<file path="config.mk">
export PLATFORM = sky130hd
export DESIGN_NAME = status_led_color_generator_top
export DESIGN_NICKNAME = d
export VERILOG_FILES = /design/src/sv/slcg_pkg.sv /design/src/sv/status_led_color_generator_top.sv /design/src/sv/slcg_mod_unit.sv /design/src/sv/slcg_div_unit.sv
export SDC_FILE = /design/constraint.sdc
export NUM_CORES = 2
export LEC_CHECK = 0
export BUFFER_PORTS_ARGS = -buffer_cell sky130_fd_sc_hd__buf_4
export CAP_MARGIN = 20
export CORE_MARGIN = 1
export CORE_UTILIZATION = 30
export DETAILED_ROUTE_END_ITERATION = 8
export SYNTH_ARGS = -nofsm -noshare
export SYNTH_HDL_FRONTEND = slang
export SYNTH_SLANG_ARGS = --single-unit
</file>
<file path="constraint.sdc">
create_clock -name clk -period 9 [get_ports clk]
set_clock_uncertainty 0.2 [all_clocks]
set_input_delay 0.45 -clock clk [delete_from_list [all_inputs] [get_ports clk]]
set_output_delay 0.45 -clock clk [all_outputs]
set_load 0.01 [all_outputs]
</file>
<file path="src/sv/slcg_pkg.sv">
// Shared types, constants and small arithmetic helpers for the status LED color generator.
// No dependencies; used by slcg_mod_unit, slcg_div_unit and status_led_color_generator_top.
package slcg_pkg;

    // field widths
    localparam int NOW_W      = 32;
    localparam int LVL_W      = 8;
    localparam int PCT_W      = 8;
    localparam int OVL_W      = 7;
    localparam int MODE_W     = 3;
    localparam int LAMP_W     = 7;
    localparam int IN_DATA_W  = 72;
    localparam int OUT_DATA_W = 24;
    localparam int CFG_IDX_W  = 2;
    localparam int CFG_DATA_W = 16;
    localparam int CNT_W      = 5;

    // serial remainder unit: holds values below the largest period
    localparam int REM_W = 12;
    // serial divider: dividend/quotient and divisor widths
    localparam int DIV_Q_W = 19;
    localparam int DIV_D_W = 11;
    localparam int TRI_W   = 11;

    localparam logic [CNT_W-1:0] MOD_LAST_STEP = CNT_W'(NOW_W - 1);
    localparam logic [CNT_W-1:0] DIV_LAST_STEP = CNT_W'(DIV_Q_W - 1);

    // timing constants (ms)
    localparam logic [REM_W-1:0] PERIOD_BREATHE = REM_W'(3000);
    localparam logic [REM_W-1:0] HALF_BREATHE   = REM_W'(1500);
    localparam logic [REM_W-1:0] PERIOD_PULSE   = REM_W'(2000);
    localparam logic [REM_W-1:0] HALF_PULSE     = REM_W'(1000);
    localparam logic [REM_W-1:0] PERIOD_BLINK   = REM_W'(500);
    localparam logic [REM_W-1:0] BLINK_ON_MS    = REM_W'(250);

    localparam logic [OVL_W-1:0] PCT_FULL = OVL_W'(100);

    // configuration register indexes
    localparam logic [CFG_IDX_W-1:0] CFG_MAX_LEVEL       = 2'd0;
    localparam logic [CFG_IDX_W-1:0] CFG_UPDATE_INTERVAL = 2'd1;
    localparam logic [CFG_IDX_W-1:0] CFG_OVERLAY_HOLD    = 2'd2;

    localparam logic [LVL_W-1:0]      MAX_LEVEL_RST = 8'd40;
    localparam logic [CFG_DATA_W-1:0] INTERVAL_RST  = 16'd17;
    localparam logic [CFG_DATA_W-1:0] HOLD_RST      = 16'd500;

    // word kinds
    localparam logic ACT_TICK    = 1'b0;
    localparam logic ACT_OVERLAY = 1'b1;

    typedef enum logic [MODE_W-1:0] {
        MODE_MANUAL = 3'd0,
        MODE_DRIVE  = 3'd1,
        MODE_TURN   = 3'd2,
        MODE_CHASE  = 3'd3,
        MODE_SEQ    = 3'd4,
        MODE_PULSE  = 3'd5,
        MODE_ALT    = 3'd6,
        MODE_DARK   = 3'd7
    } mode_t;

    typedef struct packed {
        logic load;
        logic step;
    } mod_ctl_t;

    typedef struct packed {
        logic load;
        logic step;
    } div_ctl_t;

    // Q0.16 gamma 2.2 curve, percent 0..99
    localparam logic [15:0] GAMMA_Q16 [100] = '{
        16'd0,     16'd3,     16'd12,    16'd29,    16'd55,
        16'd90,    16'd134,   16'd189,   16'd253,   16'd328,
        16'd414,   16'd510,   16'd618,   16'd736,   16'd867,
        16'd1009,  16'd1163,  16'd1329,  16'd1507,  16'd1697,
        16'd1900,  16'd2115,  16'd2343,  16'd2584,  16'd2837,
        16'd3104,  16'd3384,  16'd3677,  16'd3983,  16'd4303,
        16'd4636,  16'd4983,  16'd5343,  16'd5718,  16'd6106,
        16'd6508,  16'd6924,  16'd7354,  16'd7798,  16'd8257,
        16'd8730,  16'd9217,  16'd9719,  16'd10236, 16'd10766,
        16'd11312, 16'd11873, 16'd12448, 16'd13038, 16'd13643,
        16'd14263, 16'd14898, 16'd15549, 16'd16214, 16'd16894,
        16'd17590, 16'd18302, 16'd19028, 16'd19771, 16'd20528,
        16'd21302, 16'd22091, 16'd22895, 16'd23715, 16'd24551,
        16'd25402, 16'd26270, 16'd27154, 16'd28054, 16'd28970,
        16'd29902, 16'd30850, 16'd31814, 16'd32793, 16'd33790,
        16'd34803, 16'd35831, 16'd36877, 16'd37939, 16'd39018,
        16'd40112, 16'd41224, 16'd42352, 16'd43496, 16'd44657,
        16'd45835, 16'd47030, 16'd48242, 16'd49470, 16'd50715,
        16'd51977, 16'd53256, 16'd54552, 16'd55865, 16'd57195,
        16'd58543, 16'd59907, 16'd61288, 16'd62687, 16'd64103
    };

    function automatic logic [15:0] gamma_lookup(input logic [OVL_W-1:0] lvl);
        logic [15:0] g;
        g = (lvl < PCT_FULL) ? GAMMA_Q16[lvl] : 16'd0;
        return g;
    endfunction

    // x / 5 for x below 1024, by reciprocal multiply
    function automatic logic [LVL_W-1:0] div5(input logic [9:0] x);
        logic [17:0] p;
        p = 18'(x) * 18'd205;
        return p[17:10];
    endfunction

    // m * 80 / 100
    function automatic logic [LVL_W-1:0] pct80(input logic [LVL_W-1:0] m);
        return div5({m, 2'b00});
    endfunction

    // m * 60 / 100
    function automatic logic [LVL_W-1:0] pct60(input logic [LVL_W-1:0] m);
        logic [9:0] three_m;
        three_m = {2'b00, m} + {1'b0, m, 1'b0};
        return div5(three_m);
    endfunction

    // m * 45 / 100 = floor(floor(9m/4)/5)
    function automatic logic [LVL_W-1:0] pct45(input logic [LVL_W-1:0] m);
        logic [11:0] nine_m;
        nine_m = {4'b0000, m} + {1'b0, m, 3'b000};
        return div5(nine_m[11:2]);
    endfunction

    // m / 3
    function automatic logic [LVL_W-1:0] third(input logic [LVL_W-1:0] m);
        logic [15:0] p;
        p = 16'(m) * 16'd171;
        return {1'b0, p[15:9]};
    endfunction

endpackage

</file>
<file path="src/sv/status_led_color_generator_top.sv">
// Status LED color generator: sequencer, state and output register.
// Depends on slcg_pkg, slcg_mod_unit and slcg_div_unit.
//
//  channel | direction | handshake                  | payload
//  --------+-----------+----------------------------+-------------------------------------
//  s_axis  | in        | s_axis_tvalid/s_axis_tready | tdata: item fields, tuser: action
//  m_axis  | out       | m_axis_tvalid/m_axis_tready | tdata: red, green, blue
//  cfg     | in        | cfg_wr_en (no wait)         | cfg_index, cfg_data
//
// One word at a time. An overlay word only updates the overlay state; a tick that comes too
// early is dropped after the interval check. Overlay red or green, drive, dark and connected
// manual are set in ST_OVL and then handed off; overlay white passes through ST_WHITE too.
// Blink modes add the 32-step serial remainder of now_ms (ST_MOD, then ST_TRI). Manual
// breathing runs the remainder and then one 19-step serial divide; pulse runs two divides.
// A finished color waits in the output register; the next word is taken meanwhile, and
// only the hand-off state waits for m_axis_tready.
// rst_n clears state, config registers (to their defaults) and the output valid.
module status_led_color_generator_top (
    input  logic                                clk,
    input  logic                                rst_n,
    // now_ms[31:0], overlay_pct[39:32], mode[42:40], client_connected[43],
    // stop_pct[50:44], reverse_pct[57:51], turn_pct[64:58], marker_pct[71:65]
    input  logic [slcg_pkg::IN_DATA_W-1:0]      s_axis_tdata,
    // action[0]
    input  logic [0:0]                          s_axis_tuser,
    input  logic                                s_axis_tvalid,
    output logic                                s_axis_tready,
    // red[7:0], green[15:8], blue[23:16]
    output logic [slcg_pkg::OUT_DATA_W-1:0]     m_axis_tdata,
    output logic                                m_axis_tvalid,
    input  logic                                m_axis_tready,
    input  logic                                cfg_wr_en,
    input  logic [slcg_pkg::CFG_IDX_W-1:0]      cfg_index,
    input  logic [slcg_pkg::CFG_DATA_W-1:0]     cfg_data
);

    typedef enum logic [2:0] {
        ST_IDLE,
        ST_CHECK,
        ST_OVL,
        ST_WHITE,
        ST_MOD,
        ST_TRI,
        ST_DIV,
        ST_DIV_END
    } state_t;
    // hand-off tracked apart from the sequencer
    typedef enum logic {
        HO_IDLE,
        HO_PENDING
    } handoff_t;

    state_t   state_reg, state_next;
    handoff_t ho_reg, ho_next;

    logic [slcg_pkg::CNT_W-1:0]      cnt_reg, cnt_next;
    logic                            div_pass_reg, div_pass_next;

    // latched tick word
    logic [slcg_pkg::NOW_W-1:0]      now_reg, now_next;
    slcg_pkg::mode_t                 mode_reg, mode_next;
    logic                            client_reg, client_next;
    logic                            stop_on_reg, stop_on_next;
    logic                            rev_on_reg, rev_on_next;
    logic                            turn_on_reg, turn_on_next;
    logic                            mark_on_reg, mark_on_next;

    // block state
    logic [slcg_pkg::NOW_W-1:0]      last_frame_reg, last_frame_next;
    logic [slcg_pkg::OVL_W-1:0]      ovl_level_reg, ovl_level_next;
    logic [slcg_pkg::NOW_W-1:0]      ovl_end_reg, ovl_end_next;

    // config
    logic [slcg_pkg::LVL_W-1:0]      max_level_reg, max_level_next;
    logic [slcg_pkg::CFG_DATA_W-1:0] interval_reg, interval_next;
    logic [slcg_pkg::CFG_DATA_W-1:0] hold_reg, hold_next;

    // color being built, then output register
    logic [slcg_pkg::LVL_W-1:0]      res_r_reg, res_r_next;
    logic [slcg_pkg::LVL_W-1:0]      res_g_reg, res_g_next;
    logic [slcg_pkg::LVL_W-1:0]      res_b_reg, res_b_next;
    logic                            out_valid_reg, out_valid_next;
    logic [slcg_pkg::OUT_DATA_W-1:0] out_data_reg, out_data_next;

    // serial units
    slcg_pkg::mod_ctl_t              mod_ctl;
    logic [slcg_pkg::REM_W-1:0]      modulus;
    logic [slcg_pkg::REM_W-1:0]      phase;
    slcg_pkg::div_ctl_t              div_ctl;
    logic [slcg_pkg::DIV_Q_W-1:0]    div_dividend;
    logic [slcg_pkg::DIV_D_W-1:0]    div_divisor;
    logic [slcg_pkg::DIV_Q_W-1:0]    div_quotient;

    // combinational helpers
    logic                            in_fire;
    logic                            out_free;
    logic [slcg_pkg::LVL_W-1:0]      m;
    logic [slcg_pkg::NOW_W-1:0]      elapsed;
    logic [slcg_pkg::NOW_W-1:0]      ovl_diff;
    logic                            ovl_active;
    logic [slcg_pkg::PCT_W-1:0]      in_pct;
    logic [23:0]                     white_prod;
    logic [slcg_pkg::LVL_W-1:0]      white;
    logic [slcg_pkg::REM_W-1:0]      half;
    logic [slcg_pkg::REM_W-1:0]      period;
    logic [slcg_pkg::REM_W-1:0]      tri_wide;
    logic [slcg_pkg::TRI_W-1:0]      tri_val;
    logic                            blink_on;
    logic [slcg_pkg::LVL_W-1:0]      q8;
    logic [15:0]                     pulse_red_prod;

    assign m        = max_level_reg;
    assign in_fire  = s_axis_tvalid && s_axis_tready;
    assign out_free = !out_valid_reg || m_axis_tready;
    assign in_pct   = s_axis_tdata[39:32];

    assign elapsed    = now_reg - last_frame_reg;
    assign ovl_diff   = ovl_end_reg - now_reg;
    assign ovl_active = (ovl_diff != '0) && !ovl_diff[slcg_pkg::NOW_W-1];

    // overlay white: round(gamma * max), never below 1
    assign white_prod = 24'(slcg_pkg::gamma_lookup(ovl_level_reg)) * 24'(m) + 24'd32768;
    assign white      = (white_prod[23:16] == '0) ? 8'd1 : white_prod[23:16];

    // triangle of the remainder
    always_comb
    begin
        if (mode_reg == slcg_pkg::MODE_MANUAL)
        begin
            half   = slcg_pkg::HALF_BREATHE;
            period = slcg_pkg::PERIOD_BREATHE;
        end
        else
        begin
            half   = slcg_pkg::HALF_PULSE;
            period = slcg_pkg::PERIOD_PULSE;
        end
        tri_wide = (phase < half) ? phase : (period - phase);
    end
    assign tri_val  = tri_wide[slcg_pkg::TRI_W-1:0];
    assign blink_on = (phase < slcg_pkg::BLINK_ON_MS);
    assign q8       = div_quotient[slcg_pkg::LVL_W-1:0];
    // pulse red = (max*60/100) * br / max, br straight from the first divide
    assign pulse_red_prod = 16'(slcg_pkg::pct60(m)) * 16'(q8);

    always_comb
    begin
        unique case (mode_reg)
            slcg_pkg::MODE_MANUAL: modulus = slcg_pkg::PERIOD_BREATHE;
            slcg_pkg::MODE_PULSE:  modulus = slcg_pkg::PERIOD_PULSE;
            default:               modulus = slcg_pkg::PERIOD_BLINK;
        endcase
    end

    assign mod_ctl.load = (state_reg == ST_OVL);
    assign mod_ctl.step = (state_reg == ST_MOD);

    slcg_mod_unit u_mod (
        .clk       (clk),
        .ctl       (mod_ctl),
        .value     (now_reg),
        .modulus   (modulus),
        .remainder (phase)
    );

    // divider load: breathing/pulse brightness first, pulse red on the second pass
    always_comb
    begin
        div_ctl.load = 1'b0;
        div_ctl.step = (state_reg == ST_DIV);
        div_dividend = slcg_pkg::DIV_Q_W'(tri_val) * slcg_pkg::DIV_Q_W'(m);
        div_divisor  = (mode_reg == slcg_pkg::MODE_MANUAL) ? slcg_pkg::DIV_D_W'(1500)
                                                          : slcg_pkg::DIV_D_W'(1000);
        if (state_reg == ST_TRI)
        begin
            div_ctl.load = (mode_reg == slcg_pkg::MODE_MANUAL)
                        || (mode_reg == slcg_pkg::MODE_PULSE);
        end
        else if (state_reg == ST_DIV_END)
        begin
            div_ctl.load = !div_pass_reg && (mode_reg == slcg_pkg::MODE_PULSE);
            div_dividend = slcg_pkg::DIV_Q_W'(pulse_red_prod);
            div_divisor  = slcg_pkg::DIV_D_W'(m);
        end
    end

    slcg_div_unit u_div (
        .clk      (clk),
        .ctl      (div_ctl),
        .dividend (div_dividend),
        .divisor  (div_divisor),
        .quotient (div_quotient)
    );

    assign s_axis_tready = (state_reg == ST_IDLE) && (ho_reg == HO_IDLE);
    assign m_axis_tvalid = out_valid_reg;
    assign m_axis_tdata  = out_data_reg;

    always_comb
    begin
        state_next      = state_reg;
        ho_next         = ho_reg;
        cnt_next        = cnt_reg;
        div_pass_next   = div_pass_reg;
        now_next        = now_reg;
        mode_next       = mode_reg;
        client_next     = client_reg;
        stop_on_next    = stop_on_reg;
        rev_on_next     = rev_on_reg;
        turn_on_next    = turn_on_reg;
        mark_on_next    = mark_on_reg;
        last_frame_next = last_frame_reg;
        ovl_level_next  = ovl_level_reg;
        ovl_end_next    = ovl_end_reg;
        max_level_next  = max_level_reg;
        interval_next   = interval_reg;
        hold_next       = hold_reg;
        res_r_next      = res_r_reg;
        res_g_next      = res_g_reg;
        res_b_next      = res_b_reg;
        out_valid_next  = out_valid_reg;
        out_data_next   = out_data_reg;

        if (out_valid_reg && m_axis_tready)
        begin
            out_valid_next = 1'b0;
        end

        // hand-off of a finished color into the output register
        unique case (ho_reg)
            HO_PENDING:
            begin
                if (out_free)
                begin
                    out_valid_next = 1'b1;
                    out_data_next  = {res_b_reg, res_g_reg, res_r_reg};
                    ho_next        = HO_IDLE;
                end
            end
            default: ;
        endcase

        if (cfg_wr_en)
        begin
            unique case (cfg_index)
                slcg_pkg::CFG_MAX_LEVEL:       max_level_next = cfg_data[slcg_pkg::LVL_W-1:0];
                slcg_pkg::CFG_UPDATE_INTERVAL: interval_next  = cfg_data;
                slcg_pkg::CFG_OVERLAY_HOLD:    hold_next      = cfg_data;
                default: ;
            endcase
        end

        unique case (state_reg)
            ST_IDLE:
            begin
                if (in_fire)
                begin
                    if (s_axis_tuser[0] == slcg_pkg::ACT_OVERLAY)
                    begin
                        ovl_level_next = (in_pct > 8'(slcg_pkg::PCT_FULL))
                                       ? slcg_pkg::PCT_FULL : in_pct[slcg_pkg::OVL_W-1:0];
                        ovl_end_next   = s_axis_tdata[31:0] + slcg_pkg::NOW_W'(hold_reg);
                    end
                    else
                    begin
                        now_next     = s_axis_tdata[31:0];
                        mode_next    = slcg_pkg::mode_t'(s_axis_tdata[42:40]);
                        client_next  = s_axis_tdata[43];
                        stop_on_next = (s_axis_tdata[50:44] != '0);
                        rev_on_next  = (s_axis_tdata[57:51] != '0);
                        turn_on_next = (s_axis_tdata[64:58] != '0);
                        mark_on_next = (s_axis_tdata[71:65] != '0);
                        state_next   = ST_CHECK;
                    end
                end
            end

            ST_CHECK:
            begin
                if (elapsed < slcg_pkg::NOW_W'(interval_reg))
                begin
                    state_next = ST_IDLE;
                end
                else
                begin
                    last_frame_next = now_reg;
                    state_next      = ST_OVL;
                end
            end

            ST_OVL:
            begin
                res_r_next = '0;
                res_g_next = '0;
                res_b_next = '0;
                state_next = ST_IDLE;
                if (ovl_active)
                begin
                    if (ovl_level_reg == '0)
                    begin
                        res_r_next = m;
                        ho_next    = HO_PENDING;
                    end
                    else if (ovl_level_reg >= slcg_pkg::PCT_FULL)
                    begin
                        res_g_next = m;
                        ho_next    = HO_PENDING;
                    end
                    else
                    begin
                        state_next = ST_WHITE;
                    end
                end
                else
                begin
                    case (mode_reg)
                        slcg_pkg::MODE_MANUAL:
                        begin
                            if (client_reg)
                            begin
                                res_g_next = m;
                                ho_next    = HO_PENDING;
                            end
                            else
                            begin
                                cnt_next   = slcg_pkg::MOD_LAST_STEP;
                                state_next = ST_MOD;
                            end
                        end
                        slcg_pkg::MODE_DRIVE:
                        begin
                            // turn beats reverse beats stop beats marker
                            if (turn_on_reg)
                            begin
                                res_r_next = m;
                                res_g_next = slcg_pkg::pct80(m);
                            end
                            else if (rev_on_reg)
                            begin
                                res_r_next = m;
                                res_g_next = m;
                                res_b_next = m;
                            end
                            else if (stop_on_reg)
                            begin
                                res_r_next = m;
                            end
                            else if (mark_on_reg)
                            begin
                                res_r_next = slcg_pkg::third(m);
                                res_g_next = slcg_pkg::third(m);
                                res_b_next = slcg_pkg::third(m);
                            end
                            ho_next = HO_PENDING;
                        end
                        slcg_pkg::MODE_DARK:
                        begin
                            ho_next = HO_PENDING;
                        end
                        default:
                        begin
                            cnt_next   = slcg_pkg::MOD_LAST_STEP;
                            state_next = ST_MOD;
                        end
                    endcase
                end
            end

            ST_WHITE:
            begin
                res_r_next = white;
                res_g_next = white;
                res_b_next = white;
                ho_next    = HO_PENDING;
                state_next = ST_IDLE;
            end

            ST_MOD:
            begin
                cnt_next = cnt_reg - 1'b1;
                if (cnt_reg == '0)
                begin
                    state_next = ST_TRI;
                end
            end

            ST_TRI:
            begin
                if ((mode_reg == slcg_pkg::MODE_MANUAL) || (mode_reg == slcg_pkg::MODE_PULSE))
                begin
                    cnt_next      = slcg_pkg::DIV_LAST_STEP;
                    div_pass_next = 1'b0;
                    state_next    = ST_DIV;
                end
                else
                begin
                    // blink: full color while (now/250) is even, else black
                    res_r_next = '0;
                    res_g_next = '0;
                    res_b_next = '0;
                    if (blink_on)
                    begin
                        case (mode_reg)
                            slcg_pkg::MODE_TURN:
                            begin
                                res_r_next = m;
                                res_g_next = slcg_pkg::pct45(m);
                            end
                            slcg_pkg::MODE_CHASE:
                            begin
                                res_g_next = m;
                                res_b_next = m;
                            end
                            slcg_pkg::MODE_SEQ:   res_g_next = m;
                            slcg_pkg::MODE_ALT:   res_r_next = m;
                            default: ;
                        endcase
                    end
                    ho_next    = HO_PENDING;
                    state_next = ST_IDLE;
                end
            end

            ST_DIV:
            begin
                cnt_next = cnt_reg - 1'b1;
                if (cnt_reg == '0)
                begin
                    state_next = ST_DIV_END;
                end
            end

            ST_DIV_END:
            begin
                if (div_pass_reg)
                begin
                    // zero ceiling: red is forced to black instead of taking the quotient
                    res_r_next = (m == '0) ? '0 : q8;
                    ho_next    = HO_PENDING;
                    state_next = ST_IDLE;
                end
                else if (mode_reg == slcg_pkg::MODE_PULSE)
                begin
                    res_r_next    = '0;
                    res_g_next    = '0;
                    res_b_next    = q8;
                    cnt_next      = slcg_pkg::DIV_LAST_STEP;
                    div_pass_next = 1'b1;
                    state_next    = ST_DIV;
                end
                else
                begin
                    // breathing blue, green at half
                    res_r_next = '0;
                    res_g_next = {1'b0, q8[slcg_pkg::LVL_W-1:1]};
                    res_b_next = q8;
                    ho_next    = HO_PENDING;
                    state_next = ST_IDLE;
                end
            end

            default:
            begin
                state_next = ST_IDLE;
            end
        endcase
    end

    always_ff @(posedge clk or negedge rst_n)
    begin
        if (!rst_n)
        begin
            state_reg      <= ST_IDLE;
            ho_reg         <= HO_IDLE;
            cnt_reg        <= '0;
            div_pass_reg   <= 1'b0;
            now_reg        <= '0;
            mode_reg       <= slcg_pkg::MODE_MANUAL;
            client_reg     <= 1'b0;
            stop_on_reg    <= 1'b0;
            rev_on_reg     <= 1'b0;
            turn_on_reg    <= 1'b0;
            mark_on_reg    <= 1'b0;
            last_frame_reg <= '0;
            ovl_level_reg  <= '0;
            ovl_end_reg    <= '0;
            max_level_reg  <= slcg_pkg::MAX_LEVEL_RST;
            interval_reg   <= slcg_pkg::INTERVAL_RST;
            hold_reg       <= slcg_pkg::HOLD_RST;
            res_r_reg      <= '0;
            res_g_reg      <= '0;
            res_b_reg      <= '0;
            out_valid_reg  <= 1'b0;
            out_data_reg   <= '0;
        end
        else
        begin
            state_reg      <= state_next;
            ho_reg         <= ho_next;
            cnt_reg        <= cnt_next;
            div_pass_reg   <= div_pass_next;
            now_reg        <= now_next;
            mode_reg       <= mode_next;
            client_reg     <= client_next;
            stop_on_reg    <= stop_on_next;
            rev_on_reg     <= rev_on_next;
            turn_on_reg    <= turn_on_next;
            mark_on_reg    <= mark_on_next;
            last_frame_reg <= last_frame_next;
            ovl_level_reg  <= ovl_level_next;
            ovl_end_reg    <= ovl_end_next;
            max_level_reg  <= max_level_next;
            interval_reg   <= interval_next;
            hold_reg       <= hold_next;
            res_r_reg      <= res_r_next;
            res_g_reg      <= res_g_next;
            res_b_reg      <= res_b_next;
            out_valid_reg  <= out_valid_next;
            out_data_reg   <= out_data_next;
        end
    end

    // overlay word never starts the sequencer
    assert property (@(posedge clk) disable iff (!rst_n)
        (in_fire && (s_axis_tuser[0] == slcg_pkg::ACT_OVERLAY)) |=> (state_reg == ST_IDLE))
        else $error("overlay word started a color computation");

    // a color waiting for hand-off always belongs to the frame just stamped
    assert property (@(posedge clk) disable iff (!rst_n)
        (ho_reg == HO_PENDING) |-> (last_frame_reg == now_reg))
        else $error("pending color does not match last frame time");

    // second divider pass is only for pulse red
    assert property (@(posedge clk) disable iff (!rst_n)
        ((state_reg == ST_DIV) && div_pass_reg) |-> (mode_reg == slcg_pkg::MODE_PULSE))
        else $error("second divide outside pulse mode");

    // stored overlay level is clamped
    assert property (@(posedge clk) disable iff (!rst_n)
        $changed(ovl_end_reg) |-> (ovl_level_reg <= slcg_pkg::PCT_FULL))
        else $error("overlay level above full scale");

endmodule

</file>
<file path="src/sv/slcg_mod_unit.sv">
// Bit-serial remainder unit: value mod modulus, one dividend bit per cycle while step is high, MSB first.
// Depends on slcg_pkg.
module slcg_mod_unit (
    input  logic                        clk,
    input  slcg_pkg::mod_ctl_t          ctl,
    input  logic [slcg_pkg::NOW_W-1:0]  value,
    input  logic [slcg_pkg::REM_W-1:0]  modulus,
    output logic [slcg_pkg::REM_W-1:0]  remainder
);

    logic [slcg_pkg::NOW_W-1:0] shift_reg;
    logic [slcg_pkg::REM_W-1:0] rem_reg;
    logic [slcg_pkg::REM_W-1:0] rem_next;
    logic [slcg_pkg::REM_W:0]   partial;
    logic [slcg_pkg::REM_W:0]   reduced;

    always_comb
    begin
        partial = {rem_reg, shift_reg[slcg_pkg::NOW_W-1]};
        if (partial >= {1'b0, modulus})
        begin
            reduced = partial - {1'b0, modulus};
        end
        else
        begin
            reduced = partial;
        end
        rem_next = reduced[slcg_pkg::REM_W-1:0];
    end

    always_ff @(posedge clk)
    begin
        if (ctl.load)
        begin
            shift_reg <= value;
            rem_reg   <= '0;
        end
        else if (ctl.step)
        begin
            shift_reg <= {shift_reg[slcg_pkg::NOW_W-2:0], 1'b0};
            rem_reg   <= rem_next;
        end
    end

    assign remainder = rem_reg;

endmodule

</file>
<file path="src/sv/slcg_div_unit.sv">
// Restoring bit-serial divider: one quotient bit per cycle while step is high, quotient shifts into the dividend.
// Depends on slcg_pkg.
module slcg_div_unit (
    input  logic                          clk,
    input  slcg_pkg::div_ctl_t            ctl,
    input  logic [slcg_pkg::DIV_Q_W-1:0]  dividend,
    input  logic [slcg_pkg::DIV_D_W-1:0]  divisor,
    output logic [slcg_pkg::DIV_Q_W-1:0]  quotient
);

    logic [slcg_pkg::DIV_Q_W-1:0] quo_reg;
    logic [slcg_pkg::DIV_D_W-1:0] rem_reg;
    logic [slcg_pkg::DIV_D_W-1:0] dvs_reg;
    logic [slcg_pkg::DIV_D_W-1:0] rem_next;
    logic [slcg_pkg::DIV_D_W:0]   partial;
    logic [slcg_pkg::DIV_D_W:0]   diff;
    logic                         ge;

    always_comb
    begin
        partial = {rem_reg, quo_reg[slcg_pkg::DIV_Q_W-1]};
        diff    = partial - {1'b0, dvs_reg};
        ge      = (partial >= {1'b0, dvs_reg});
        rem_next = ge ? diff[slcg_pkg::DIV_D_W-1:0] : partial[slcg_pkg::DIV_D_W-1:0];
    end

    always_ff @(posedge clk)
    begin
        if (ctl.load)
        begin
            quo_reg <= dividend;
            rem_reg <= '0;
            dvs_reg <= divisor;
        end
        else if (ctl.step)
        begin
            quo_reg <= {quo_reg[slcg_pkg::DIV_Q_W-2:0], ge};
            rem_reg <= rem_next;
        end
    end

    assign quotient = quo_reg;

endmodule
</file>
# [Word-level counts from Yosys, hierarchy flattened]
# Memories as Yosys holds them, arrays and structs flattened.
# Index checks and enable logic that the tools add are counted.
[word_totals] n_memories=1 rom_bits=2048 ff_bits=295 elab_cells=224 input_bits=96 output_inout_bits=26
[classes] order_cmp=9 n_mux=96 bitwise=4 n_eq_ne=27 add_sub_neg=10 reduce_logical=43 n_mul=7
[memory_table] memory="(name not given)" depth=128 word_bits=16 read_ports=1 rd_clocked_by_memory_dff=0 wr=0 line="slcg_pkg.sv:98" text="g = (lvl < PCT_FULL) ? GAMMA_Q16[lvl] : 16'd0;"
[op_table] cell="two-way mux 8 bit" count=28
[op_table] cell="case mux 8 bit (4 select lines)" count=3
[op_table] cell="two-way mux 11 bit" count=7
[op_table] cell="two-way mux 19 bit" count=4
[op_table] cell="two-way mux 32 bit" count=2
[op_table] cell="subtractor 32 bit" count=2
[op_table] cell="two-way mux 16 bit" count=3
[op_table] cell="multiplier 10 x 8 -> 18 bit, second input constant" count=2
[op_table] cell="adder 32 x 16 -> 32 bit" count=1
[op_table] cell="less-than comparator 32 x 16 -> 1 bit" count=1
[op_table] cell="multiplier 8 x 8 -> 16 bit, second input constant" count=2
[op_table] cell="case mux 8 bit (2 select lines)" count=2
[op_table] cell="nonzero test 32 bit" count=1
[op_table] cell="two-way mux 7 bit" count=4
[op_table] cell="nonzero test 7 bit" count=4
[op_table] cell="two-way mux 3 bit" count=9
[op_table] cell="two-way mux 5 bit" count=5
[op_table] cell="adder 24 x 16 -> 24 bit, second input constant" count=1
[op_table] cell="equality test 3 bit, second input constant" count=8
[op_table] cell="multiplier 16 x 8 -> 24 bit" count=1
[op_table] cell="case mux 12 bit (2 select lines)" count=1
[op_table] cell="case mux 3 bit (8 select lines)" count=1
[op_table] cell="subtractor 11 bit" count=2
[op_table] cell="case mux 5 bit (4 select lines)" count=1
[op_table] cell="45 further kinds" count=101

# [Longest topological paths before layout]
[depth] word_depth=10 depth_mapped=43

# [Hierarchy]
# Synthesis repeated with hierarchy kept, for this count alone.
[unflattened] cells_unflattened=4121 hier_area_um2=36216.0
[by_module_without_submodules] mod="status_led_color_generator_top" cells_per_inst=3714 n_inst=1 area_each_um2=31392.6 seq_area_each_um2=5267.6
[by_module_without_submodules] mod="slcg_mod_unit" cells_per_inst=218 n_inst=1 area_each_um2=2558.7 seq_area_each_um2=1201.2
[by_module_without_submodules] mod="slcg_div_unit" cells_per_inst=189 n_inst=1 area_each_um2=2264.7 seq_area_each_um2=1121.1

# [Worst setup path before layout]
# OpenSTA, ideal clock, no wires.
[synth_path] kind="register -> register" from="register max_level_reg (netlist bit m[1])" to="register u_div.quo_reg (netlist bit u_div.quotient[13]) (data pin)" slack_ns=-0.875 path_stages_with_launch=42 n_path_buf=2 required_time_ns=8.544 setup_ns=0.256 t_arrival_ns=9.419 path_cell_list="dfrtp_1 clkbuf_1 inv_1 clkbuf_1 fa_1 o31ai_1 nand3_1 nand2_1 xnor2_1 xor2_1 inv_1 fa_1 inv_1 fa_1 inv_1 fa_1 inv_1 ha_1 (+6 left out) fa_1 inv_1 fa_1 inv_1 fa_1 inv_1 fa_1 inv_1 ha_1 a21boi_0 o21ai_0 a21boi_0 o21ai_0 a21boi_0 o21ai_0 nor3b_1 nor3_1 o22a_1"
[synth_via] elab_chain_len=6 elab_cells_between_ends=7 cone_classes="add/sub (1); mul (3); mux (3)"
[synth_rtl] item="start: declaration" line="status_led_color_generator_top.sv:74" text="logic [slcg_pkg::LVL_W-1:0] max_level_reg, max_level_next;"
[synth_rtl] item="start signal: assignment" line="status_led_color_generator_top.sv:487" text="max_level_reg <= slcg_pkg::MAX_LEVEL_RST;"
[synth_rtl] item="start signal: assignment" line="status_led_color_generator_top.sv:512" text="max_level_reg <= max_level_next;"
[synth_rtl] item="adder 8 x 9 -> 10 bit" line="slcg_pkg.sv:117" text="three_m = {2'b00, m} + {1'b0, m, 1'b0};"
[synth_rtl] item="multiplier 10 x 8 -> 18 bit" line="slcg_pkg.sv:105" text="p = 18'(x) * 18'd205;"
[synth_rtl] item="multiplier 8 x 8 -> 16 bit" line="status_led_color_generator_top.sv:144" text="assign pulse_red_prod = 16'(slcg_pkg::pct60(m)) * 16'(q8);"
[synth_rtl] item="two-way mux 19 bit" line="status_led_color_generator_top.sv:179" text="else if (state_reg == ST_DIV_END)"
[synth_rtl] item="two-way mux 19 bit *" line="status_led_color_generator_top.sv:174" text="if (state_reg == ST_TRI)"
[synth_rtl] item="two-way mux 19 bit *" line="slcg_div_unit.sv:29" text="if (ctl.load)"
[synth_rtl] item="end signal: assignment" line="slcg_div_unit.sv:31" text="quo_reg <= dividend;"
[synth_rtl] item="end signal: assignment" line="slcg_div_unit.sv:37" text="quo_reg <= {quo_reg[slcg_pkg::DIV_Q_W-2:0], ge};"
[synth_rtl] item="end: declaration" line="slcg_div_unit.sv:11" text="logic [slcg_pkg::DIV_Q_W-1:0] quo_reg;"
# Mark *: on every way between the ends. The rest lies on a longest branch, timed or not.
# A chain may end at the register's enable or synchronous reset.

# [Worst setup path in the final report]
[layout_path] from="register max_level_reg (netlist bit m[3])" to="register u_div.quo_reg (netlist bit u_div.quotient[13]) (data pin)"
# Same word-level chain as after synthesis.

==> results list <==
- The run finished with clean final reports.
- Vias/cell: 5.21
- The floorplan step set the die height to 347 um.
- The wire-length estimate of the detail-placed layout is 85,300 um.
* Routability-driven placement congestion ratio: 0.941
- The routed layout has 31,300 vias.
* Final hold slack: 0.107 ns
* Setup repair after global routing missed its margin: true
- Endpoint required time on the critical path: 9.16 ns
- Met3 WL: 5750 um
- The floorplan step defined a die boundary enclosing 0.120 mm^2.
- In the final routing, the length of wire on met1 measures 49,500 um.
* Critical path startpoint category: register
- When the netlist entered floorplanning its net count stood at 4,949.
- Synth area leader: ha_1
* Cell Rows: 126
* Count of different cell masters after synthesis: 100
- DR DRC count: 0
- Cell area after synthesis: 0.0357 mm^2
* Number of global-route vias before repair: 31,400
* Number of enable-type register cells in the synthesized netlist: 62
* CP Max Fanout: 4
* Clock Sink Count: 295
- Fin crit share: 99.7%
- In this run the deepest clock path goes through 3 buffers.
* Most frequent cells in the layout: 523 x inv_1, 435 x ha_1, 416 x nand2_1, 312 x buf_4, 263 x nor2_1
- Final critical path time including I/O delays and setup: 8.97 ns
- Clock-pin slew was measured on the worst setup and hold paths at 0.05 ns.
- Critical path type: reg -> reg
- Root buffer selected by CTS: clkbuf_16
- Maximum number of pins on one net before global-route repair: 90
- The post-route netlist has 14.1% of its cells at a drive strength greater than 1.
- Register area: 0.00759 mm^2
- DRT iter0 DRCs: 2,187
- Drt pass-1 iters: 6
- On the worst path, the slowest cell contributes a delay of 0.63 ns.
- In this run the biggest area consumer among cell types represents 15.6% of the synthesized area.
* Wire per inst: 18.3 um
- Cell count after synthesis: 4,167
- TritonCTS clock tree: built
- Floorplan core area: 0.118 mm^2
- Starting density of the core: 30.3%
* Total negative slack: 0 ns
- Leading cell type in the layout, fill and taps excluded: inv_1
* Max Slew Vio Count: 0
* Final antenna diode count: 0
* Max transition margin: 27.3%
* Transition time of the tightest slew-check pin: 1.09 ns
- Horizontal extent of the die: 347 um
- The worst hold path belongs to the class in -> reg.
- Combined area of the multi-input logic cells: 0.0259 mm^2
- Counting flops and latches in the post-synthesis netlist gives 295.
- The number of clock buffers added by TritonCTS is 42.
- Top achievable clock speed: 0.111 GHz
- Crit-path slowest cell: dfstp_2
- Hold Vio Cnt, Final: 0
* Total detailed-routing wirelength: 110,000 um
* Clock Latency Late Sink: 0.63 ns
* Synth Warn #: 0
- GRT Util Overall: 18.2%
- ANT nets after route: 0
- Mean post-synth cell area: 8.56 um^2
- STA classifies the critical path endpoint as a register.
* Met2 Routed Length: 51,100 um
- Across the run, the number of max-cap violations was 0.
- Top routing layer in use: met4
- The first global-routing pass estimated 175,000 um of wire.
- Number of antenna violations at the first check in global routing: 1
- Among the stages of the critical path, the cell type that occurs most often is fa_1.
- Area Growth Syn to Fin: 17.8%
- Part of the Yosys area used for sequential elements: 21.3%
- Of all flip-flops after synthesis, the portion carrying an async set or reset was 71.2%.
- Number of top-level pins: 122
- Overall overflow remaining after global route: 0
* Port bufs: 121
- For this run, the post-layout net count is 5,216.
- Main flop type after synthesis: dfrtp_1
- Setup violations remaining at the end of the flow were counted as 0.
* Number of fill cells: 12,100
- Ranked by total cell area, the synthesized netlist is headed by ha_1 16%, dfrtp_1 14%, fa_1 14%.
* H-tree levels: 2
* Arrival time worst endpoint: 9.13 ns
[Yosys cell counts (53+ instances only)]
cell,count
a31oi_1,60
a21o_1,53
xor2_1,54
nor3_1,95
mux2_2,94
xnor2_1,92
nor2_1,265
clkbuf_1,139
edfxtp_1,62
a21oi_1,193
fa_1,241
dfrtp_1,200
nand2_1,420
ha_1,445
nand3_1,99
o21ai_0,264
and2_1,131
inv_1,535
[area by class of cell]
class	count	area share (%)
well taps	1536	4.57
inverters	541	4.87
multi-input cells	3159	61.6
clock inverters	19	0.512
repair buffers	395	7.60
flip-flops and latches	295	18.1
clock buffers	58	2.81
[timing repair]
action                     in CTS  in global routing
setup endpoints to repair       6                  6
buffers inserted               20                 14
hold endpoints to repair      188                  0
hold buffers                   74                  0
gates resized for setup        37                 41
pin swaps                      50                 64
[layer usage]
metal | global-route usage, % | vias up
met2 | 30.2 | 839
li1 | - | 14900
met3 | 2.38 | 168
met5 | 0 | -
met1 | 24.2 | 15300
met4 | 6.06 | 0
[critical path, delay by kind of cell, from the launching register on]
family                   cells  cell delay, ns
AND/OR/NAND/NOR              3            0.45
buffers and inverters       10            0.68
AO/OA/AOI/OAI               11            1.92
XOR/XNOR                     2            0.27
flip-flops                   1            0.63
adder cells (fa/ha/maj)     11            4.55
[path summary, 6_finish.rpt]
path | to | start | slack (ns) | depth (start not counted)
max | u_div.quotient[13] | m[3] | 0.03 | 37
min | m[3] | cfg_index[1] | 0.11 | 5
max reg2reg | u_div.quotient[13] | m[3] | 0.03 | 37
min reg2reg | u_mod.remainder[11] | u_mod.remainder[11] | 0.26 | 2
max in group asynchronous | m[1] | rst_n | 6.85 | 3
min in group asynchronous | last_frame_reg[23] | rst_n | 0.25 | 2
[cells by family after synthesis]
family                     Yosys count  share of synthesized area, %
AOI/OAI and AO/OA                  926                          16.8
xor gates and xnor gates           146                          3.58
adders and majority gates          686                          29.1
buffers and inverters              713                          7.61
DFF                                295                          21.3
muxes                              149                          4.75
and+or+nand+nor                   1252                          16.8
[through the flow]
step | cells | utilization (%) | setup WS, ns | cell area [um^2]
after floorplan | 4167 | - | 0.00575 | 35900
after global placement | 5816 | 33.3 | -0.362 | 39200
after detailed placement | 5817 | 33.3 | -0.433 | 39300
after CTS | 5987 | 35.4 | 0.00392 | 41700
after global routing | 6003 | 35.6 | -0.411 | 42000
final | 6003 | 35.6 | 0.0268 | 42000
Power is left out: the tool's default activity adds up to more than one toggle a clock period on the data nets, which glitch-free logic cannot reach.
